File: config.mk
export PLATFORM = sky130hd
export DESIGN_NAME = two_class_fifo_oldest_select_core
export DESIGN_NICKNAME = d
export VERILOG_FILES = /design/src/tcfo_pkg.sv /design/src/tcfo_ram.sv /design/src/tcfo_front.sv /design/src/tcfo_back.sv /design/src/two_class_fifo_oldest_select_core.sv
export SDC_FILE = /design/constraint.sdc
export NUM_CORES = 1
export LEC_CHECK = 0
export BUFFER_PORTS_ARGS = -buffer_cell sky130_fd_sc_hd__buf_2
export CAP_MARGIN = 15
export CORE_ASPECT_RATIO = 1.25
export CORE_MARGIN = 2
export CORE_UTILIZATION = 65
export DETAILED_ROUTE_END_ITERATION = 16
export GPL_ROUTABILITY_DRIVEN = 0
export HOLD_SLACK_MARGIN = 0.1
export PLACE_DENSITY_LB_ADDON = 0.12
export SKIP_CTS_REPAIR_TIMING = 1
export SYNTH_ARGS = -nofsm -noshare
export SYNTH_HDL_FRONTEND = slang
export SYNTH_SLANG_ARGS = --single-unit
export TNS_END_PERCENT = 5
File: constraint.sdc
create_clock -name clk -period 10.2 [get_ports clk]
set_input_delay 3.06 -clock clk [delete_from_list [all_inputs] [get_ports clk]]
set_output_delay 3.06 -clock clk [all_outputs]
set_load 0.01 [all_outputs]
File: src/tcfo_pkg.sv
// ---------------------------------------------------------------------------
// tcfo_pkg
// Shared codes and types of the two-class FIFO with oldest-item selection.
// ---------------------------------------------------------------------------
package tcfo_pkg;

  // Command codes on the cmd input.
  localparam logic [1:0] CMD_ENQUEUE   = 2'd0;
  localparam logic [1:0] CMD_OLDEST    = 2'd1;
  localparam logic [1:0] CMD_OLDEST_C0 = 2'd2;
  localparam logic [1:0] CMD_OLDEST_C1 = 2'd3;

  // Status codes on the status output.
  localparam logic [1:0] ST_ENQUEUED = 2'd0;
  localparam logic [1:0] ST_REMOVED  = 2'd1;
  localparam logic [1:0] ST_EMPTY    = 2'd2;
  localparam logic [1:0] ST_FULL     = 2'd3;

  // Decoded operation handed from the front to the back.
  typedef enum logic [1:0] {
    OP_ENQ,
    OP_REM_ANY,
    OP_REM_C0,
    OP_REM_C1
  } op_t;

  typedef struct packed {
    op_t  op;
    logic cls;
  } cmd_req_t;

  // Back-end sequencer states.
  typedef enum logic {
    BK_IDLE,
    BK_READ
  } back_state_t;

endpackage

File: src/tcfo_ram.sv
// ---------------------------------------------------------------------------
// tcfo_ram
// Generic single-write, single-read memory with a registered read port.
// ---------------------------------------------------------------------------
module tcfo_ram #(
  parameter int WIDTH = 22,
  parameter int DEPTH = 16,
  localparam int AW = $clog2(DEPTH)
) (
  input  logic             clk,
  input  logic             we,
  input  logic [AW-1:0]    waddr,
  input  logic [WIDTH-1:0] wdata,
  input  logic [AW-1:0]    raddr,
  output logic [WIDTH-1:0] rdata
);

  logic [WIDTH-1:0] mem [DEPTH];

  always_ff @(posedge clk) begin
    if (we) begin
      mem[waddr] <= wdata;
    end
    rdata <= mem[raddr];
  end

endmodule

File: src/tcfo_front.sv
// ---------------------------------------------------------------------------
// tcfo_front
// Accepts requests, decodes the command and holds them in a two-entry queue.
// ---------------------------------------------------------------------------
module tcfo_front #(
  parameter int PAYLOAD_BITS = 16
) (
  input  logic                    clk,
  input  logic                    rst,
  input  logic                    push,
  output logic                    full,
  input  logic [1:0]              cmd,
  input  logic                    item_class,
  input  logic [PAYLOAD_BITS-1:0] payload,
  output logic                    req_valid,
  output tcfo_pkg::cmd_req_t      req,
  output logic [PAYLOAD_BITS-1:0] req_payload,
  input  logic                    req_take
);

  tcfo_pkg::cmd_req_t      slot_req [2];
  logic [PAYLOAD_BITS-1:0] slot_pay [2];
  logic [1:0]              fill;
  tcfo_pkg::cmd_req_t      dec;
  logic                    accept;

  always_comb begin
    dec.cls = item_class;
    case (cmd)
      tcfo_pkg::CMD_ENQUEUE:   dec.op = tcfo_pkg::OP_ENQ;
      tcfo_pkg::CMD_OLDEST:    dec.op = tcfo_pkg::OP_REM_ANY;
      tcfo_pkg::CMD_OLDEST_C0: dec.op = tcfo_pkg::OP_REM_C0;
      tcfo_pkg::CMD_OLDEST_C1: dec.op = tcfo_pkg::OP_REM_C1;
      default:                 dec.op = tcfo_pkg::OP_ENQ;
    endcase
  end

  assign full        = (fill == 2'd2);
  assign accept      = push && !full;
  assign req_valid   = (fill != 2'd0);
  assign req         = slot_req[0];
  assign req_payload = slot_pay[0];

  always_ff @(posedge clk) begin
    if (rst) begin
      fill <= 2'd0;
    end else if (accept && !req_take) begin
      fill <= fill + 2'd1;
    end else if (!accept && req_take) begin
      fill <= fill - 2'd1;
    end
  end

  // Slot 0 is always the oldest waiting request.
  always_ff @(posedge clk) begin
    if (req_take) begin
      if (accept && fill == 2'd1) begin
        slot_req[0] <= dec;
        slot_pay[0] <= payload;
      end else begin
        slot_req[0] <= slot_req[1];
        slot_pay[0] <= slot_pay[1];
      end
      if (accept && fill == 2'd2) begin
        slot_req[1] <= dec;
        slot_pay[1] <= payload;
      end
    end else if (accept) begin
      if (fill == 2'd0) begin
        slot_req[0] <= dec;
        slot_pay[0] <= payload;
      end else begin
        slot_req[1] <= dec;
        slot_pay[1] <= payload;
      end
    end
  end

endmodule

File: src/tcfo_back.sv
// ---------------------------------------------------------------------------
// tcfo_back
// Executes requests on the two class queues and holds one finished result.
// ---------------------------------------------------------------------------
module tcfo_back #(
  parameter int QUEUE_DEPTH  = 16,
  parameter int PAYLOAD_BITS = 16
) (
  input  logic                    clk,
  input  logic                    rst,
  input  logic                    req_valid,
  input  tcfo_pkg::cmd_req_t      req,
  input  logic [PAYLOAD_BITS-1:0] req_payload,
  output logic                    req_take,
  output logic                    empty,
  input  logic                    pop,
  output logic [1:0]              status,
  output logic [PAYLOAD_BITS-1:0] payload_out,
  output logic                    class_out
);

  localparam int IDX_W   = $clog2(QUEUE_DEPTH);
  localparam int CNT_W   = $clog2(QUEUE_DEPTH + 1);
  localparam int STAMP_W = IDX_W + 2;
  localparam int ENTRY_W = PAYLOAD_BITS + STAMP_W;

  tcfo_pkg::back_state_t state, state_next;

  logic [CNT_W-1:0]   count [2];
  logic [IDX_W-1:0]   head  [2];
  logic [STAMP_W-1:0] arrival;
  logic [ENTRY_W-1:0] rd_data [2];

  logic               res_valid;
  logic               res_free;
  logic               res_load;
  logic [1:0]         status_next;
  logic               enq_do;
  logic               rem_do;
  logic               pick;
  logic               has0, has1;
  logic               enq_full;
  logic [IDX_W:0]     tail_sum;
  logic [IDX_W-1:0]   tail;
  logic [STAMP_W-1:0] stamp_diff;
  logic               c0_older;

  assign res_free = !res_valid || pop;
  assign has0     = (count[0] != '0);
  assign has1     = (count[1] != '0);
  assign enq_full = (count[req.cls] == CNT_W'(QUEUE_DEPTH));

  // Tail slot of the enqueue class, head plus fill wrapped once.
  assign tail_sum = (IDX_W + 1)'(head[req.cls]) + (IDX_W + 1)'(count[req.cls]);
  assign tail     = (tail_sum >= (IDX_W + 1)'(QUEUE_DEPTH)) ?
                    IDX_W'(tail_sum - (IDX_W + 1)'(QUEUE_DEPTH)) : IDX_W'(tail_sum);

  // Wrap-around age compare of the two head stamps.
  assign stamp_diff = rd_data[1][ENTRY_W-1 -: STAMP_W] - rd_data[0][ENTRY_W-1 -: STAMP_W];
  assign c0_older   = (stamp_diff != '0) && !stamp_diff[STAMP_W-1];

  for (genvar c = 0; c < 2; c++) begin : g_lane
    tcfo_ram #(
      .WIDTH (ENTRY_W),
      .DEPTH (QUEUE_DEPTH)
    ) u_ram (
      .clk   (clk),
      .we    (enq_do && (req.cls == 1'(c))),
      .waddr (tail),
      .wdata ({arrival, req_payload}),
      .raddr (head[c]),
      .rdata (rd_data[c])
    );
  end

  always_comb begin
    state_next = state;
    case (state)
      tcfo_pkg::BK_IDLE: begin
        if (req_valid && res_free && req.op != tcfo_pkg::OP_ENQ) begin
          state_next = tcfo_pkg::BK_READ;
        end
      end
      tcfo_pkg::BK_READ: state_next = tcfo_pkg::BK_IDLE;
      default:           state_next = tcfo_pkg::BK_IDLE;
    endcase
  end

  always_comb begin
    req_take    = 1'b0;
    res_load    = 1'b0;
    enq_do      = 1'b0;
    rem_do      = 1'b0;
    pick        = 1'b0;
    status_next = tcfo_pkg::ST_EMPTY;
    case (state)
      tcfo_pkg::BK_IDLE: begin
        if (req_valid && res_free && req.op == tcfo_pkg::OP_ENQ) begin
          req_take = 1'b1;
          res_load = 1'b1;
          if (enq_full) begin
            status_next = tcfo_pkg::ST_FULL;
          end else begin
            enq_do      = 1'b1;
            status_next = tcfo_pkg::ST_ENQUEUED;
          end
        end
      end
      tcfo_pkg::BK_READ: begin
        req_take = 1'b1;
        res_load = 1'b1;
        case (req.op)
          tcfo_pkg::OP_REM_C0: begin
            rem_do = has0;
            pick   = 1'b0;
          end
          tcfo_pkg::OP_REM_C1: begin
            rem_do = has1;
            pick   = 1'b1;
          end
          tcfo_pkg::OP_REM_ANY: begin
            rem_do = has0 || has1;
            pick   = (has0 && has1) ? !c0_older : has1;
          end
          default: begin
            rem_do = 1'b0;
            pick   = 1'b0;
          end
        endcase
        if (rem_do) begin
          status_next = tcfo_pkg::ST_REMOVED;
        end
      end
      default: begin
        req_take = 1'b0;
      end
    endcase
  end

  always_ff @(posedge clk) begin
    if (rst) begin
      state     <= tcfo_pkg::BK_IDLE;
      res_valid <= 1'b0;
      count[0]  <= '0;
      count[1]  <= '0;
      head[0]   <= '0;
      head[1]   <= '0;
      arrival   <= '0;
    end else begin
      state <= state_next;
      if (res_load) begin
        res_valid <= 1'b1;
      end else if (pop) begin
        res_valid <= 1'b0;
      end
      if (enq_do) begin
        count[req.cls] <= count[req.cls] + CNT_W'(1);
        arrival        <= arrival + STAMP_W'(1);
      end
      if (rem_do) begin
        count[pick] <= count[pick] - CNT_W'(1);
        head[pick]  <= (head[pick] == IDX_W'(QUEUE_DEPTH - 1)) ? '0 : head[pick] + IDX_W'(1);
      end
    end
  end

  always_ff @(posedge clk) begin
    if (res_load) begin
      status      <= status_next;
      payload_out <= rem_do ? rd_data[pick][PAYLOAD_BITS-1:0] : '0;
      class_out   <= rem_do ? pick : 1'b0;
    end
  end

  assign empty = !res_valid;

endmodule

File: src/two_class_fifo_oldest_select_core.sv
// An enqueue result passes the request queue and the result register; a removal also
// passes the BK_READ state. Enqueues go at one per cycle while the result register is
// free; a removal waits in BK_READ for the registered read of the head entries.
// A two-entry request queue and a one-entry result register decouple the two sides.
// Reset (rst, synchronous, active high) empties both class queues, both internal
// queues and zeroes the arrival stamp; the class memories need no clearing pass.
// ---------------------------------------------------------------------------
// two_class_fifo_oldest_select_core
// Two per-class FIFOs sharing one arrival stamp, with removal of the oldest
// item of a given class or of either class.
// ---------------------------------------------------------------------------
module two_class_fifo_oldest_select_core #(
  parameter int QUEUE_DEPTH  = 16,
  parameter int PAYLOAD_BITS = 16
) (
  input  logic                    clk,
  input  logic                    rst,
  // Request side: a request is taken when push is high and full is low.
  input  logic                    push,
  output logic                    full,
  input  logic [1:0]              cmd,
  input  logic                    item_class,
  input  logic [PAYLOAD_BITS-1:0] payload,
  // Result side: the oldest result is shown while empty is low and leaves on pop.
  output logic                    empty,
  input  logic                    pop,
  output logic [1:0]              status,
  output logic [PAYLOAD_BITS-1:0] payload_out,
  output logic                    class_out
);

  // The front decodes each request into an operation and buffers it, so the
  // requester can keep pushing while the back end is busy with a removal.
  logic                    req_valid;
  logic                    req_take;
  tcfo_pkg::cmd_req_t      req;
  logic [PAYLOAD_BITS-1:0] req_payload;

  tcfo_front #(
    .PAYLOAD_BITS (PAYLOAD_BITS)
  ) u_front (
    .clk         (clk),
    .rst         (rst),
    .push        (push),
    .full        (full),
    .cmd         (cmd),
    .item_class  (item_class),
    .payload     (payload),
    .req_valid   (req_valid),
    .req         (req),
    .req_payload (req_payload),
    .req_take    (req_take)
  );

  // The back end owns the class memories, heads, fill counts and the arrival
  // stamp. Enqueues finish in the cycle they are taken. Removals first read
  // both head entries, then compare their stamps with wrap-around arithmetic
  // and pop the chosen class. Each finished request lands in the result
  // register, which frees in the same cycle it is popped.
  tcfo_back #(
    .QUEUE_DEPTH  (QUEUE_DEPTH),
    .PAYLOAD_BITS (PAYLOAD_BITS)
  ) u_back (
    .clk         (clk),
    .rst         (rst),
    .req_valid   (req_valid),
    .req         (req),
    .req_payload (req_payload),
    .req_take    (req_take),
    .empty       (empty),
    .pop         (pop),
    .status      (status),
    .payload_out (payload_out),
    .class_out   (class_out)
  );

endmodule

==> flow_summary_export.csv <==
group,metric,value,unit
outcome,status,"complete, no violations",
drt,drc_errors,0,
drt,drt_iter0_markers,1495,
place,dpl-instance-area,0.03310,sq mm
synth,synth_cells,1428,
synth,synth_top_area_cell,"edfxtp_1",
synth,ys_ff_latch,833,
global_route,antenna_found_initial,7,
floorplanning,die_y,251.0,um
power_and_ir_drop,p_int,6.279,mW
sta,finalCritPeriodShare,53.87,%
place,placed_cells,2110,
power_and_ir_drop,clock_power_share,31.1,%
sta,setup_viol,0,
critical_path,worstPathArrival,5810,ps
floorplanning,core-area,0.04820,sq mm
drt,ant_nets,0,
run,maxCapViolCount,0,
clock_tree,numCtsBuffers,76,
floorplanning,dieArea,0.05060,sq mm
critical_path,cp-startpoint,"pop",
synth,synth-seq-area-share,77.14,%
power_and_ir_drop,max-vdd-ir-drop,233.6,uV
power_and_ir_drop,p_seq_share,50.8,%
sta,finalCriticalPeriod,5495,ps
power_and_ir_drop,netSwitchingFraction,27.84,%
clock_tree,tritoncts,"done",
layout,syn_to_final_growth,11.95,%
power_and_ir_drop,leakage,11.33,nW
sta,rsz0062_at_grt,"false",
floorplanning,start_util,65.83,%
global_route,grt_max_degree,60,
clock_tree,clk-insertion-delay-late,620,ps
synth,synthArstFlopShare,0,%
sta,worst_clock_skew,19.02,ps
synth,syn-num-nets,1470,
clock_tree,clk_pin_slew,60,ps
layout,diodes,0,
drt,drt-vias-per-instance,6.706,
floorplanning,io_pins,44,
floorplanning,rows,90,
layout,fin_nets,1590,
synth,ys_types,43,
drt,routed_wl,73170,um
sta,drv_slew,0,
layout,final_design_area_no_fill,0.03552,sq mm
min_path,hp-start,"u_back.arrival[5]$_SDFFE_PP0P_",
clock_tree,h-tree-depth,3,
drt,first_pass_iters,5,
layout,fillers,2698,
synth,synth_warnings,0,
floorplanning,die_w,201.6,um
synth,synth_area,0.03173,sq mm
critical_path,crit_path_max_incr_delay,660,ps
global_route,grt_pass1_vias,15179,
sta,fmax,0.1820,GHz
critical_path,path_common_cell,"nand2b_1",
sta,setup_tns,0,ps
critical_path,critPathCaptureType,"flip-flop",
critical_path,reg2reg_from,"u_back.g_lane[0].u_ram.rdata[16]$_DFF_P_",
sta,slew_headroom,30.13,%
power_and_ir_drop,switching_power,2.423,mW
drt,vias,15109,
global_route,grt_pass1_wl,106600,um
clock_tree,cts.sinks,833,
critical_path,crit_type,"primary input to flip-flop",
synth,syn_avg_cell_area,22.22,sq um
drt,wl_per_cell,32.47,um
critical_path,cp_slowest_cell,"nor2_2",
synth,synth_common_cells,"edfxtp_1 (779), mux4_2 (220), nor2_1 (80)",
global_route,grt_usage,30.04,%
global_route,grt_remaining_overflow,0,
synth,synth-edff-count,779,
critical_path,required,10520,ps
sta,hold_viol,0,
sta,worst_pin_slew,1047,ps
place,dpl.hpwl,45140,um
synth,yosysMostFrequentCell,"edfxtp_1",
power_and_ir_drop,pwr-share-comb,18.1,%
layout,drive_gt1_share,30.95,%
layout,ff_latch_area,0.02448,sq mm
layout,multi_input_area,0.006909,sq mm
place,io_buffer_count,43,
critical_path,crit_fanout,12,
critical_path,cp_cell_sequence,"buf_2, nand2b_1, nand2b_1, nor2_1, and3_1, nor2b_1, nand3_1, nor2_2, buf_8",
power_and_ir_drop,power.density,245.0,mW/mm^2
clock_tree,cts_buffer_depth,3,
layout,fin_cells,2253,
synth,synth_top_area_share,73.73,%
synth,synthFlopType,"edfxtp_1",
clock_tree,clock-root-buffer,"clkbuf_16",
synth,yosys-top-cells-area,"edfxtp_1 (74%), mux4_2 (16%), dfxtp_1 (3.4%)",
critical_path,startpoint_type,"primary input",
min_path,hp-class,"flip-flop to flip-flop",
final timing paths:
kind	endpoint	slack, ps	depth (start not counted)
setup / recovery	u_back.g_lane[0].u_ram.mem[5][9]$_DFFE_PP_	4700	9
hold / removal	u_back.arrival[5]$_SDFFE_PP0P_	510	2
setup reg to reg	u_back.count[0][4]$_SDFFCE_PN0P_	6010	16
hold reg to reg	u_back.arrival[5]$_SDFFE_PP0P_	510	2
worst max-delay path: cells and delay by family:
family | cells | cell delay, ps
AND/OR/NAND/NOR | 7 | 2370
buffers and inverters | 2 | 360
state kept, by name (all words and copies together) (netlist names):
register / cells
u_back.res_valid: 1
u_back.g_lane.u_ram.rdata: 44
u_back.g_lane.u_ram.mem: 704
u_back.payload_out: 16
u_back.arrival: 6
u_front.slot_req: 6
u_back.count: 10
u_back.state: 1
u_back.status: 2
u_back.class_out: 1
u_front.slot_pay: 32
u_front.fill: 2
u_back.head: 8
cell families (layout without fill, tap and decap cells):
logic type | after synthesis | count (layout) | synth area share [%]
flops | 833 | 833 | 77.14
mux | 259 | 259 | 16.98
simple gates | 143 | 143 | 1.917
buf+inv | 100 | 281 | 1.349
compound gates | 48 | 48 | 1.096
xor+xnor | 26 | 26 | 0.7178
fa+ha+maj | 19 | 19 | 0.7966
layout by cell type, fill, tap and decap left out, types with 2 or more instances in the layout:
cell type | synthesis | routed
o211a_1 | 2 | 2
and3_1 | 2 | 2
mux2i_1 | 14 | 14
fa_1 | 2 | 2
a211oi_1 | 2 | 2
nand2_1 | 29 | 29
nor2_1 | 80 | 48
clkbuf_8 | 0 | 3
o21ai_1 | 2 | 2
ha_1 | 17 | 17
nor3_1 | 8 | 8
xor2_1 | 15 | 15
nand2b_1 | 4 | 4
edfxtp_1 | 779 | 779
buf_8 | 1 | 8
xnor2_1 | 11 | 11
clkinvlp_4 | 0 | 4
mux4_2 | 220 | 220
o21ai_0 | 6 | 6
clkbuf_1 | 37 | 22
buf_16 | 0 | 4
mux2_2 | 24 | 24
clkinv_2 | 0 | 14
a21oi_1 | 12 | 12
dfxtp_2 | 0 | 4
buf_2 | 15 | 43
nor4_1 | 2 | 2
nor2_2 | 0 | 32
clkbuf_16 | 0 | 79
buf_4 | 2 | 52
a311oi_1 | 16 | 16
dfxtp_1 | 54 | 50
nand3_1 | 5 | 5
nor2b_1 | 5 | 5
bufinv_16 | 0 | 3
inv_1 | 34 | 34
nand4_1 | 3 | 3
clkinv_1 | 0 | 13
a21o_1 | 2 | 2
metal layers:
metal | track usage, % | vias to the layer above | part of all wire, %
met5 | 0 | - | 0.025
li1 | - | 6138 | -
met4 | 11.64 | 2 | 3.7
met2 | 50.49 | 810 | 52
met3 | 3.876 | 130 | 7.4
met1 | 41.15 | 8029 | 37
area by class of cell:
type	instances	share of cell area, %
flip-flops and latches	833	68.92
multi-input cells	495	19.45
clock buffers	104	5.915
repair buffers	108	2.385
well taps	644	2.269
clock inverters	35	0.6975
inverters	34	0.3593
power groups by stage:
stage,Combinational (mW),Clock (mW),Sequential (mW)
5_1_grt,1.66,2.86,4.44
3_5_place_dp,1.53,0,4.50
2_1_floorplan,0.762,0,4.57
4_1_cts,1.55,2.74,4.44
6_report,1.57,2.71,4.42
3_3_place_gp,1.48,0,4.49
metrics by stage:
stage                     power [mW]  setup slack (ps)  hold slack (ps)  utilization [%]
after floorplan                5.330              4388            471.1                -
after global placement         5.972              3980            465.6            68.32
after detailed placement       6.037              3923            482.0            68.68
after CTS                      8.718              4599            500.3            73.55
after global routing           8.958              4512            558.2            73.69
final                          8.702              4705            512.3            73.69
(Power assumes the default switching activity.)
